<file path="config.mk">
export PLATFORM = sky130hd
export DESIGN_NAME = range_checked_sample_averager
export DESIGN_NICKNAME = d
export VERILOG_FILES = /design/src/rtl/rcsa_pkg.sv /design/src/rtl/rcsa_div.sv /design/src/rtl/range_checked_sample_averager.sv
export SDC_FILE = /design/constraint.sdc
export NUM_CORES = 1
export LEC_CHECK = 0
export ABC_AREA = 1
export BUFFER_PORTS_ARGS = -buffer_cell sky130_fd_sc_hd__buf_2
export CORE_UTILIZATION = 35
export CTS_CLUSTER_DIAMETER = 150
export DETAILED_ROUTE_END_ITERATION = 12
export GPL_TIMING_DRIVEN = 0
export PLACE_DENSITY_LB_ADDON = 0.2
export SLEW_MARGIN = 20
export SYNTH_ARGS = -nofsm -noshare
export SYNTH_HDL_FRONTEND = slang
export SYNTH_SLANG_ARGS = --single-unit
export TNS_END_PERCENT = 30
</file>
<file path="constraint.sdc">
create_clock -name clk_i -period 4.4 [get_ports clk_i]
set_input_delay 0.44 -clock clk_i [delete_from_list [all_inputs] [get_ports clk_i]]
set_output_delay 0.44 -clock clk_i [all_outputs]
set_load 0.01 [all_outputs]
</file>
<file path="src/rtl/rcsa_pkg.sv">
package rcsa_pkg;

  localparam int unsigned SampleW = 16;
  localparam int unsigned CfgIdxW = 2;

  typedef logic [CfgIdxW-1:0] cfg_idx_t;

  localparam cfg_idx_t REG_LOW_LIMIT     = 2'd0;
  localparam cfg_idx_t REG_HIGH_LIMIT    = 2'd1;
  localparam cfg_idx_t REG_TIMEOUT_TICKS = 2'd2;

  localparam logic signed [SampleW-1:0] LowLimitReset  = -16'sd500;
  localparam logic signed [SampleW-1:0] HighLimitReset = 16'sd1250;
  localparam logic [SampleW-1:0]        TimeoutReset   = 16'd90;

  localparam logic FUNC_SAMPLE = 1'b0;
  localparam logic FUNC_TICK   = 1'b1;

  typedef struct packed {
    logic                      func;
    logic signed [SampleW-1:0] sample_value;
  } rcsa_in_t;

  typedef struct packed {
    logic                      accepted;
    logic signed [SampleW-1:0] average;
    logic                      average_valid;
  } rcsa_out_t;

  typedef enum logic [2:0] {
    ST_IDLE,
    ST_COUNT,
    ST_READ,
    ST_ACC,
    ST_DIV_START,
    ST_DIV,
    ST_OUT
  } rcsa_state_e;

endpackage

</file>
<file path="src/rtl/rcsa_div.sv">
module rcsa_div #(
  parameter int unsigned N_W = 19,
  parameter int unsigned D_W = 2
) (
  input  logic           clk_i,
  input  logic           rst_ni,
  input  logic           start_i,
  input  logic [N_W-1:0] dividend_i,
  input  logic [D_W-1:0] divisor_i,
  output logic           done_o,
  output logic [N_W-1:0] quotient_o
);

  localparam int unsigned StepW = $clog2(N_W + 1);

  logic [N_W-1:0]   quo_q;
  logic [D_W-1:0]   rem_q;
  logic [D_W-1:0]   dvs_q;
  logic [StepW-1:0] step_q;
  logic             busy_q;
  logic             done_q;

  logic [D_W:0] rem_sh;
  logic [D_W:0] diff;
  logic         fit;

  // Restoring division, one quotient bit per cycle.
  assign rem_sh = {rem_q, quo_q[N_W-1]};
  assign fit    = rem_sh >= {1'b0, dvs_q};
  assign diff   = rem_sh - {1'b0, dvs_q};

  always_ff @(posedge clk_i or negedge rst_ni) begin
    if (!rst_ni) begin
      busy_q <= 1'b0;
      done_q <= 1'b0;
      step_q <= '0;
    end else begin
      done_q <= 1'b0;
      if (start_i) begin
        busy_q <= 1'b1;
        step_q <= StepW'(N_W);
      end else if (busy_q) begin
        step_q <= step_q - StepW'(1);
        if (step_q == StepW'(1)) begin
          busy_q <= 1'b0;
          done_q <= 1'b1;
        end
      end
    end
  end

  always_ff @(posedge clk_i) begin
    if (start_i) begin
      quo_q <= dividend_i;
      rem_q <= '0;
      dvs_q <= divisor_i;
    end else if (busy_q) begin
      quo_q <= {quo_q[N_W-2:0], fit};
      rem_q <= fit ? diff[D_W-1:0] : rem_sh[D_W-1:0];
    end
  end

  assign done_o     = done_q;
  assign quotient_o = quo_q;

endmodule

</file>
<file path="src/rtl/range_checked_sample_averager.sv">
// Range-checked moving average over a ring of DEPTH samples. An item is either a
// sample (func 0) or a time tick (func 1); each item yields exactly one result.
// A sample inside the inclusive limits is stored and reloads the inactivity
// countdown; a sample outside them empties the window, and so does the countdown
// running out through ticks. The block takes one transaction at a time: an item
// stays inside while the single sample memory read port fetches the N stored
// entries (a read state, then an accumulate state, each) and the bit-per-cycle
// divider works through the SUM_W = 17 + clog2(DEPTH) bit sum; an empty window
// skips both. Configuration must be written through the plain write port and
// only while no transaction is in flight; the block itself does not enforce it.
module range_checked_sample_averager
  import rcsa_pkg::*;
#(
  parameter int unsigned DEPTH = 3
) (
  input  logic         clk_i,
  input  logic         rst_ni,
  input  logic         in_valid_i,
  output logic         in_ready_o,
  input  rcsa_in_t     in_data_i,
  output logic         out_valid_o,
  input  logic         out_ready_i,
  output rcsa_out_t    out_data_o,
  input  logic         cfg_we_i,
  input  cfg_idx_t     cfg_index_i,
  input  logic [15:0]  cfg_data_i
);

  localparam int unsigned IdxW = (DEPTH > 1) ? $clog2(DEPTH) : 1;
  localparam int unsigned CntW = $clog2(DEPTH + 1);
  localparam int unsigned SumW = 17 + $clog2(DEPTH);

  logic signed [SampleW-1:0] low_limit_q;
  logic signed [SampleW-1:0] high_limit_q;
  logic [SampleW-1:0]        timeout_ticks_q;

  logic [SampleW-1:0] window_mem [DEPTH];
  logic [SampleW-1:0] rd_data_q;

  logic [IdxW-1:0]    wr_idx_q;
  logic               full_q;
  logic [SampleW-1:0] countdown_q;
  logic               armed_q;

  rcsa_state_e state_q, state_d;

  logic [CntW-1:0]        cnt_q;
  logic [IdxW-1:0]        rd_idx_q;
  logic signed [SumW-1:0] sum_q;
  rcsa_out_t              out_q;

  logic            accept;
  logic            in_range;
  logic            rd_last;
  logic [CntW-1:0] count;
  logic            div_start;
  logic            div_done;
  logic [SumW-1:0] sum_mag;
  logic [SumW-1:0] quotient;
  logic [SampleW-1:0] q16;

  assign accept   = in_valid_i && in_ready_o;
  assign in_range = (in_data_i.sample_value >= low_limit_q) &&
                    (in_data_i.sample_value <= high_limit_q);
  assign count    = full_q ? CntW'(DEPTH) : CntW'(wr_idx_q);
  assign rd_last  = (CntW'(rd_idx_q) + CntW'(1)) == cnt_q;
  assign sum_mag  = sum_q[SumW-1] ? SumW'(-sum_q) : SumW'(sum_q);
  assign q16      = quotient[SampleW-1:0];

  // Configuration registers; an index beyond the list is ignored.
  always_ff @(posedge clk_i or negedge rst_ni) begin
    if (!rst_ni) begin
      low_limit_q     <= LowLimitReset;
      high_limit_q    <= HighLimitReset;
      timeout_ticks_q <= TimeoutReset;
    end else if (cfg_we_i) begin
      case (cfg_index_i)
        REG_LOW_LIMIT:     low_limit_q     <= cfg_data_i;
        REG_HIGH_LIMIT:    high_limit_q    <= cfg_data_i;
        REG_TIMEOUT_TICKS: timeout_ticks_q <= cfg_data_i;
        default: ;
      endcase
    end
  end

  // Sample ring; only entries below the fill count are summed.
  always_ff @(posedge clk_i) begin
    if (accept && in_data_i.func == FUNC_SAMPLE && in_range) begin
      window_mem[wr_idx_q] <= in_data_i.sample_value;
    end
    rd_data_q <= window_mem[rd_idx_q];
  end

  // Window and countdown state, updated once per accepted transaction.
  always_ff @(posedge clk_i or negedge rst_ni) begin
    if (!rst_ni) begin
      wr_idx_q    <= '0;
      full_q      <= 1'b0;
      countdown_q <= '0;
      armed_q     <= 1'b0;
    end else if (accept) begin
      if (in_data_i.func == FUNC_SAMPLE) begin
        if (in_range) begin
          if (wr_idx_q == IdxW'(DEPTH - 1)) begin
            wr_idx_q <= '0;
            full_q   <= 1'b1;
          end else begin
            wr_idx_q <= wr_idx_q + IdxW'(1);
          end
          countdown_q <= timeout_ticks_q;
          armed_q     <= 1'b1;
        end else begin
          wr_idx_q <= '0;
          full_q   <= 1'b0;
        end
      end else if (armed_q) begin
        // A countdown of zero or one expires on this tick.
        if (countdown_q <= SampleW'(1)) begin
          countdown_q <= '0;
          armed_q     <= 1'b0;
          wr_idx_q    <= '0;
          full_q      <= 1'b0;
        end else begin
          countdown_q <= countdown_q - SampleW'(1);
        end
      end
    end
  end

  always_ff @(posedge clk_i or negedge rst_ni) begin
    if (!rst_ni) begin
      state_q <= ST_IDLE;
    end else begin
      state_q <= state_d;
    end
  end

  always_comb begin
    state_d = state_q;
    case (state_q)
      ST_IDLE:      if (in_valid_i) state_d = ST_COUNT;
      ST_COUNT:     state_d = (count == '0) ? ST_OUT : ST_READ;
      ST_READ:      state_d = ST_ACC;
      ST_ACC:       state_d = rd_last ? ST_DIV_START : ST_READ;
      ST_DIV_START: state_d = ST_DIV;
      ST_DIV:       if (div_done) state_d = ST_OUT;
      ST_OUT:       if (out_ready_i) state_d = ST_IDLE;
      default:      state_d = ST_IDLE;
    endcase
  end

  always_comb begin
    in_ready_o  = 1'b0;
    out_valid_o = 1'b0;
    div_start   = 1'b0;
    case (state_q)
      ST_IDLE:      in_ready_o  = 1'b1;
      ST_DIV_START: div_start   = 1'b1;
      ST_OUT:       out_valid_o = 1'b1;
      default: ;
    endcase
  end

  // Sum and result datapath.
  always_ff @(posedge clk_i) begin
    case (state_q)
      ST_IDLE: begin
        out_q.accepted <= in_data_i.func == FUNC_SAMPLE && in_range;
      end
      ST_COUNT: begin
        cnt_q               <= count;
        rd_idx_q            <= '0;
        sum_q               <= '0;
        out_q.average       <= '0;
        out_q.average_valid <= count != '0;
      end
      ST_ACC: begin
        sum_q    <= sum_q + SumW'($signed(rd_data_q));
        rd_idx_q <= rd_idx_q + IdxW'(1);
      end
      ST_DIV: begin
        if (div_done) begin
          out_q.average <= sum_q[SumW-1] ? -q16 : q16;
        end
      end
      default: ;
    endcase
  end

  rcsa_div #(
    .N_W(SumW),
    .D_W(CntW)
  ) u_div (
    .clk_i      (clk_i),
    .rst_ni     (rst_ni),
    .start_i    (div_start),
    .dividend_i (sum_mag),
    .divisor_i  (cnt_q),
    .done_o     (div_done),
    .quotient_o (quotient)
  );

  assign out_data_o = out_q;

endmodule

</file>
==> flow_metrics.env <==
export IMPL_timing_max_cap_violations=0
export IMPL_cts_root_buf="clkbuf_16"
export IMPL_max_freq_ghz=0.340
export IMPL_drtAntennaViolNets=0
export IMPL_synth_top_family_by_area="simple AND/OR/NAND/NOR gates"
export IMPL_ys_types=49
export IMPL_async_reset_ff_share_pct=37.9
export IMPL_synth_fa_ha_area_share_pct=6.95
export IMPL_rsz0062_at_grt="false"
export IMPL_p_leak_nw=5.63
export IMPL_cts_sinks=206
export IMPL_area_growth_pct=15.8
export IMPL_cts_tree="yes"
export IMPL_yosysWarnings=0
export IMPL_min_period_ps=2940
export IMPL_synth_edf_count=110
export IMPL_avgSynthCellArea_sq_um=8.85
export IMPL_io_pins=60
export IMPL_cts_repair_resized=0
export IMPL_fillers=3021
export IMPL_crit_path_top_delay_cell="dfstp_2"
export IMPL_worstMarginPinSlew_ps=967
export IMPL_io_buffers=59
export IMPL_synthMuxAreaShare_pct=0
export IMPL_critical_path_max_stage_delay_ps=530
export IMPL_synth_xor_area_share_pct=2.69
export IMPL_multi_input_area_sq_mm=0.00441
export IMPL_drive_gt1_share_pct=10.8
export IMPL_wire_per_inst_microns=14.2
export IMPL_crit_type="reg2reg"
export IMPL_drt_iter0_drc=394
export IMPL_yosys_area_top_type="edfxtp_1"
export IMPL_dp_cells=1667
export IMPL_die_x_microns=177
export IMPL_insertion_delay_ps=540
export IMPL_synth_simple_area_share_pct=19.0
export IMPL_slew_headroom_pct=35.4
export IMPL_yosys_register_bits=206
export IMPL_synth_flop_cell="edfxtp_1"
export IMPL_syn_num_nets=1312
export IMPL_fin_cells=1711
export IMPL_gp_congestion=0.850
export IMPL_via_per_inst=4.72
export IMPL_worst_setup_path_start_kind="flip-flop"
export IMPL_crit_top_cell="nand2_1"
export IMPL_dr_pass1_iters=5
export IMPL_antenna_found_initial=0
export IMPL_grt_pass1_vias=7950
export IMPL_synthCells=1213
export IMPL_crit_fanout=8
export IMPL_cp_data_arrival_time_ps=3190
export IMPL_synth_compound_area_share_pct=12.3
export IMPL_slew_viol_final=0
export IMPL_setup_viol=0
export IMPL_cts_made_buffers=24
export IMPL_netlist_area_leader_share_pct=30.8
export IMPL_drc_errors=0
export IMPL_grt_max_degree=57
export IMPL_synth_area_top_cells="edfxtp_1 (31%), dfrtp_1 (14%), nand2_1 (9.5%), ha_1 (6.8%), o21ai_0 (5.6%)"
export IMPL_crit_chain="inv_1 -> ha_1 -> nand2_2 -> nor2_4 -> nand2_1 -> nor2_2 -> nand2_1 -> nand3_1 -> nand2_1 -> nand3_2 -> nand3_1 -> nor3_2 -> buf_4 -> buf_4"
export IMPL_die_y_microns=177
export IMPL_critPathCaptureType="flip-flop"
export IMPL_cts_path_max_buffers=3
export IMPL_ys_seq_area_share_pct=52.5
export IMPL_die_area_sq_mm=0.0314
export IMPL_nNetsFinal=1403
export IMPL_dp_hpwl_mm=18.3
export IMPL_seq_area_sq_mm=0.00564
export IMPL_std_cell_rows=63
export IMPL_powerDensity_mw_per_mm2=706
export IMPL_holdCritPathClass="in2reg"
export IMPL_fin_crit_sh_pct=66.9
export IMPL_grt_use_total_pct=15.9
export IMPL_cp_required_ps=4650
export IMPL_gr_total_overflow=0
export IMPL_vias=8070
export IMPL_clkTransAtPathRegs_ps=60
export IMPL_diodes=0
export IMPL_design_core_area_sq_mm=0.0299
export IMPL_wirelength_mm=24.3
export IMPL_final_hold_viol_count=0
export IMPL_finClkSkew_ps=23.0
export IMPL_grt_pass1_wl_mm=39.6
export IMPL_fin_hold_ws_ps=130
export IMPL_outcome="complete, no violations"
export IMPL_htreeDepth=1
export IMPL_start_util_pct=35.9
export IMPL_vdd_drop_max_uv=387
export IMPL_synth_cell_area_sq_mm=0.0107
-- final cells by class --
| type | count | area share, % |
|---|---|---|
| Clock inverter | 14 | 1.37 |
| Clock buffer | 29 | 5.23 |
| Timing Repair Buffer | 65 | 3.00 |
| Inverter | 151 | 4.56 |
| Buffer | 32 | 1.09 |
| Multi-Input combinational cell | 824 | 35.5 |
| Sequential cell | 206 | 45.4 |
| Tap cell | 390 | 3.93 |
-- repair_timing --
| action | CTS | global route |
|---|---|---|
| hold buffers | 1 | 0 |
| endpoints found under the hold margin | 22 | 0 |
| buffers inserted | 0 | 0 |
-- worst max-delay path: cells and delay by family, from the launching register on --
| family | cells | cell delay [ps] |
|---|---|---|
| simple gates | 10 | 1300 |
| flops | 1 | 530 |
| buf+inv | 3 | 470 |
| fa+ha+maj | 1 | 350 |
-- synthesized netlist by cell type (4+ instances only) --
| library cell | instances |
|---|---|
| edfxtp_1 | 110 |
| inv_1 | 148 |
| a21o_1 | 4 |
| nand2_1 | 271 |
| o21bai_1 | 7 |
| dfxtp_1 | 18 |
| o21ai_1 | 4 |
| ha_1 | 58 |
| clkbuf_1 | 27 |
| dfrtp_1 | 60 |
| xor2_1 | 25 |
| xnor2_1 | 8 |
| nor2_1 | 108 |
| nor3_1 | 18 |
| a21oi_1 | 93 |
| a31oi_1 | 5 |
| nand4_1 | 10 |
| dfstp_2 | 18 |
| nand3_1 | 54 |
| o21ai_0 | 120 |
-- power by group --
group	leakage (nW)	internal [W]	total (W)	switching (W)
Clock	0.394	0.00123	0.00204	0.000813
Sequential	2.13	0.00276	0.00318	0.000417
Combinational	3.10	0.00125	0.00355	0.00230
Total	5.63	0.00524	0.00877	0.00353
-- state kept, by name, indices dropped and copies added (netlist names), 2 cells and up --
name / count
out_data_o: 18
rd_data_q: 16
state_q: 3
u_div.step_q: 5
countdown_q: 16
u_div.rem_q: 2
high_limit_q: 16
timeout_ticks_q: 16
sum_q: 19
low_limit_q: 16
rd_idx_q: 2
u_div.dvs_q: 2
cnt_q: 2
u_div.quotient_o: 19
window_mem: 48
wr_idx_q: 2
-- metrics by stage --
stage	setup WS (ps)	area [sq um]	total power, W	setup TNS, ps	util [%]
after global routing	1160	12400	0.00954	0	41.6
after floorplan	1220	10700	0.00580	0	-
after detailed placement	1300	11600	0.00678	0	38.8
after global placement	-27.5	11500	0.00671	-411	38.5
after CTS	1380	12400	0.00887	0	41.6
final	1460	12400	0.00877	0	41.6
-- path summary, 6_finish.rpt --
kind	start	slack [ps]	depth (start not counted)	endpoint
setup / recovery	low_limit_q[15]$_DFFE_PN1P_	1460	14	window_mem[2][7]$_DFFE_PP_
hold / removal	in_data_i[0]	130	1	window_mem[1][0]$_DFFE_PP_
setup reg to reg	low_limit_q[15]$_DFFE_PN1P_	1460	14	window_mem[2][7]$_DFFE_PP_
hold reg to reg	u_div.rem_q[1]$_SDFFE_PP0P_	460	2	u_div.rem_q[1]$_SDFFE_PP0P_
max in group asynchronous	rst_ni	3420	3	low_limit_q[10]$_DFFE_PN1P_
min in group asynchronous	rst_ni	340	2	countdown_q[11]$_DFFE_PN0P_
-- layer usage --
metal	vias to the layer above	share of wire [%]	routed length, microns	track usage (%)
li1	4227	-	-	-
met3	39	3.2	765	2.38
met1	3688	45	11000	19.6
met2	116	49	11900	28.2
met4	0	2.6	628	4.81
met5	-	0	0	0
-- layout by cell type (no fill, tap or decap), types with 3 or more instances in the layout --
master / synthesis / layout
a21oi_1: 93 / 93
nand2_1: 271 / 271
dfxtp_1: 18 / 18
nor3_1: 18 / 17
clkinv_1: 0 / 5
bufinv_16: 0 / 3
clkbuf_8: 0 / 3
nor2_1: 108 / 106
nand2_2: 3 / 3
inv_2: 3 / 3
nand4_1: 10 / 10
o21bai_1: 7 / 7
xor2_1: 25 / 25
a21o_1: 4 / 4
o21ai_1: 4 / 4
clkbuf_16: 0 / 24
nor2_2: 1 / 3
buf_6: 1 / 3
nand3_1: 54 / 54
clkbuf_1: 27 / 29
dfstp_2: 18 / 18
buf_2: 3 / 61
o21ai_0: 120 / 119
inv_1: 148 / 148
dfrtp_1: 60 / 60
buf_4: 1 / 4
ha_1: 58 / 58
xnor2_1: 8 / 8
o22ai_1: 3 / 3
o21a_1: 3 / 3
edfxtp_1: 110 / 110
a31oi_1: 5 / 5
-- cell families (layout without fill, tap and decap cells) --
family                     after synthesis  count (layout)
xor gates and xnor gates                33              33
buffers and inverters                  183             291
adders and majority gates               59              59
DFF                                    206             206
AOI/OAI and AO/OA                      249             249
and+or+nand+nor                        483             483
Note: power is estimated with default switching activity, not from simulation.
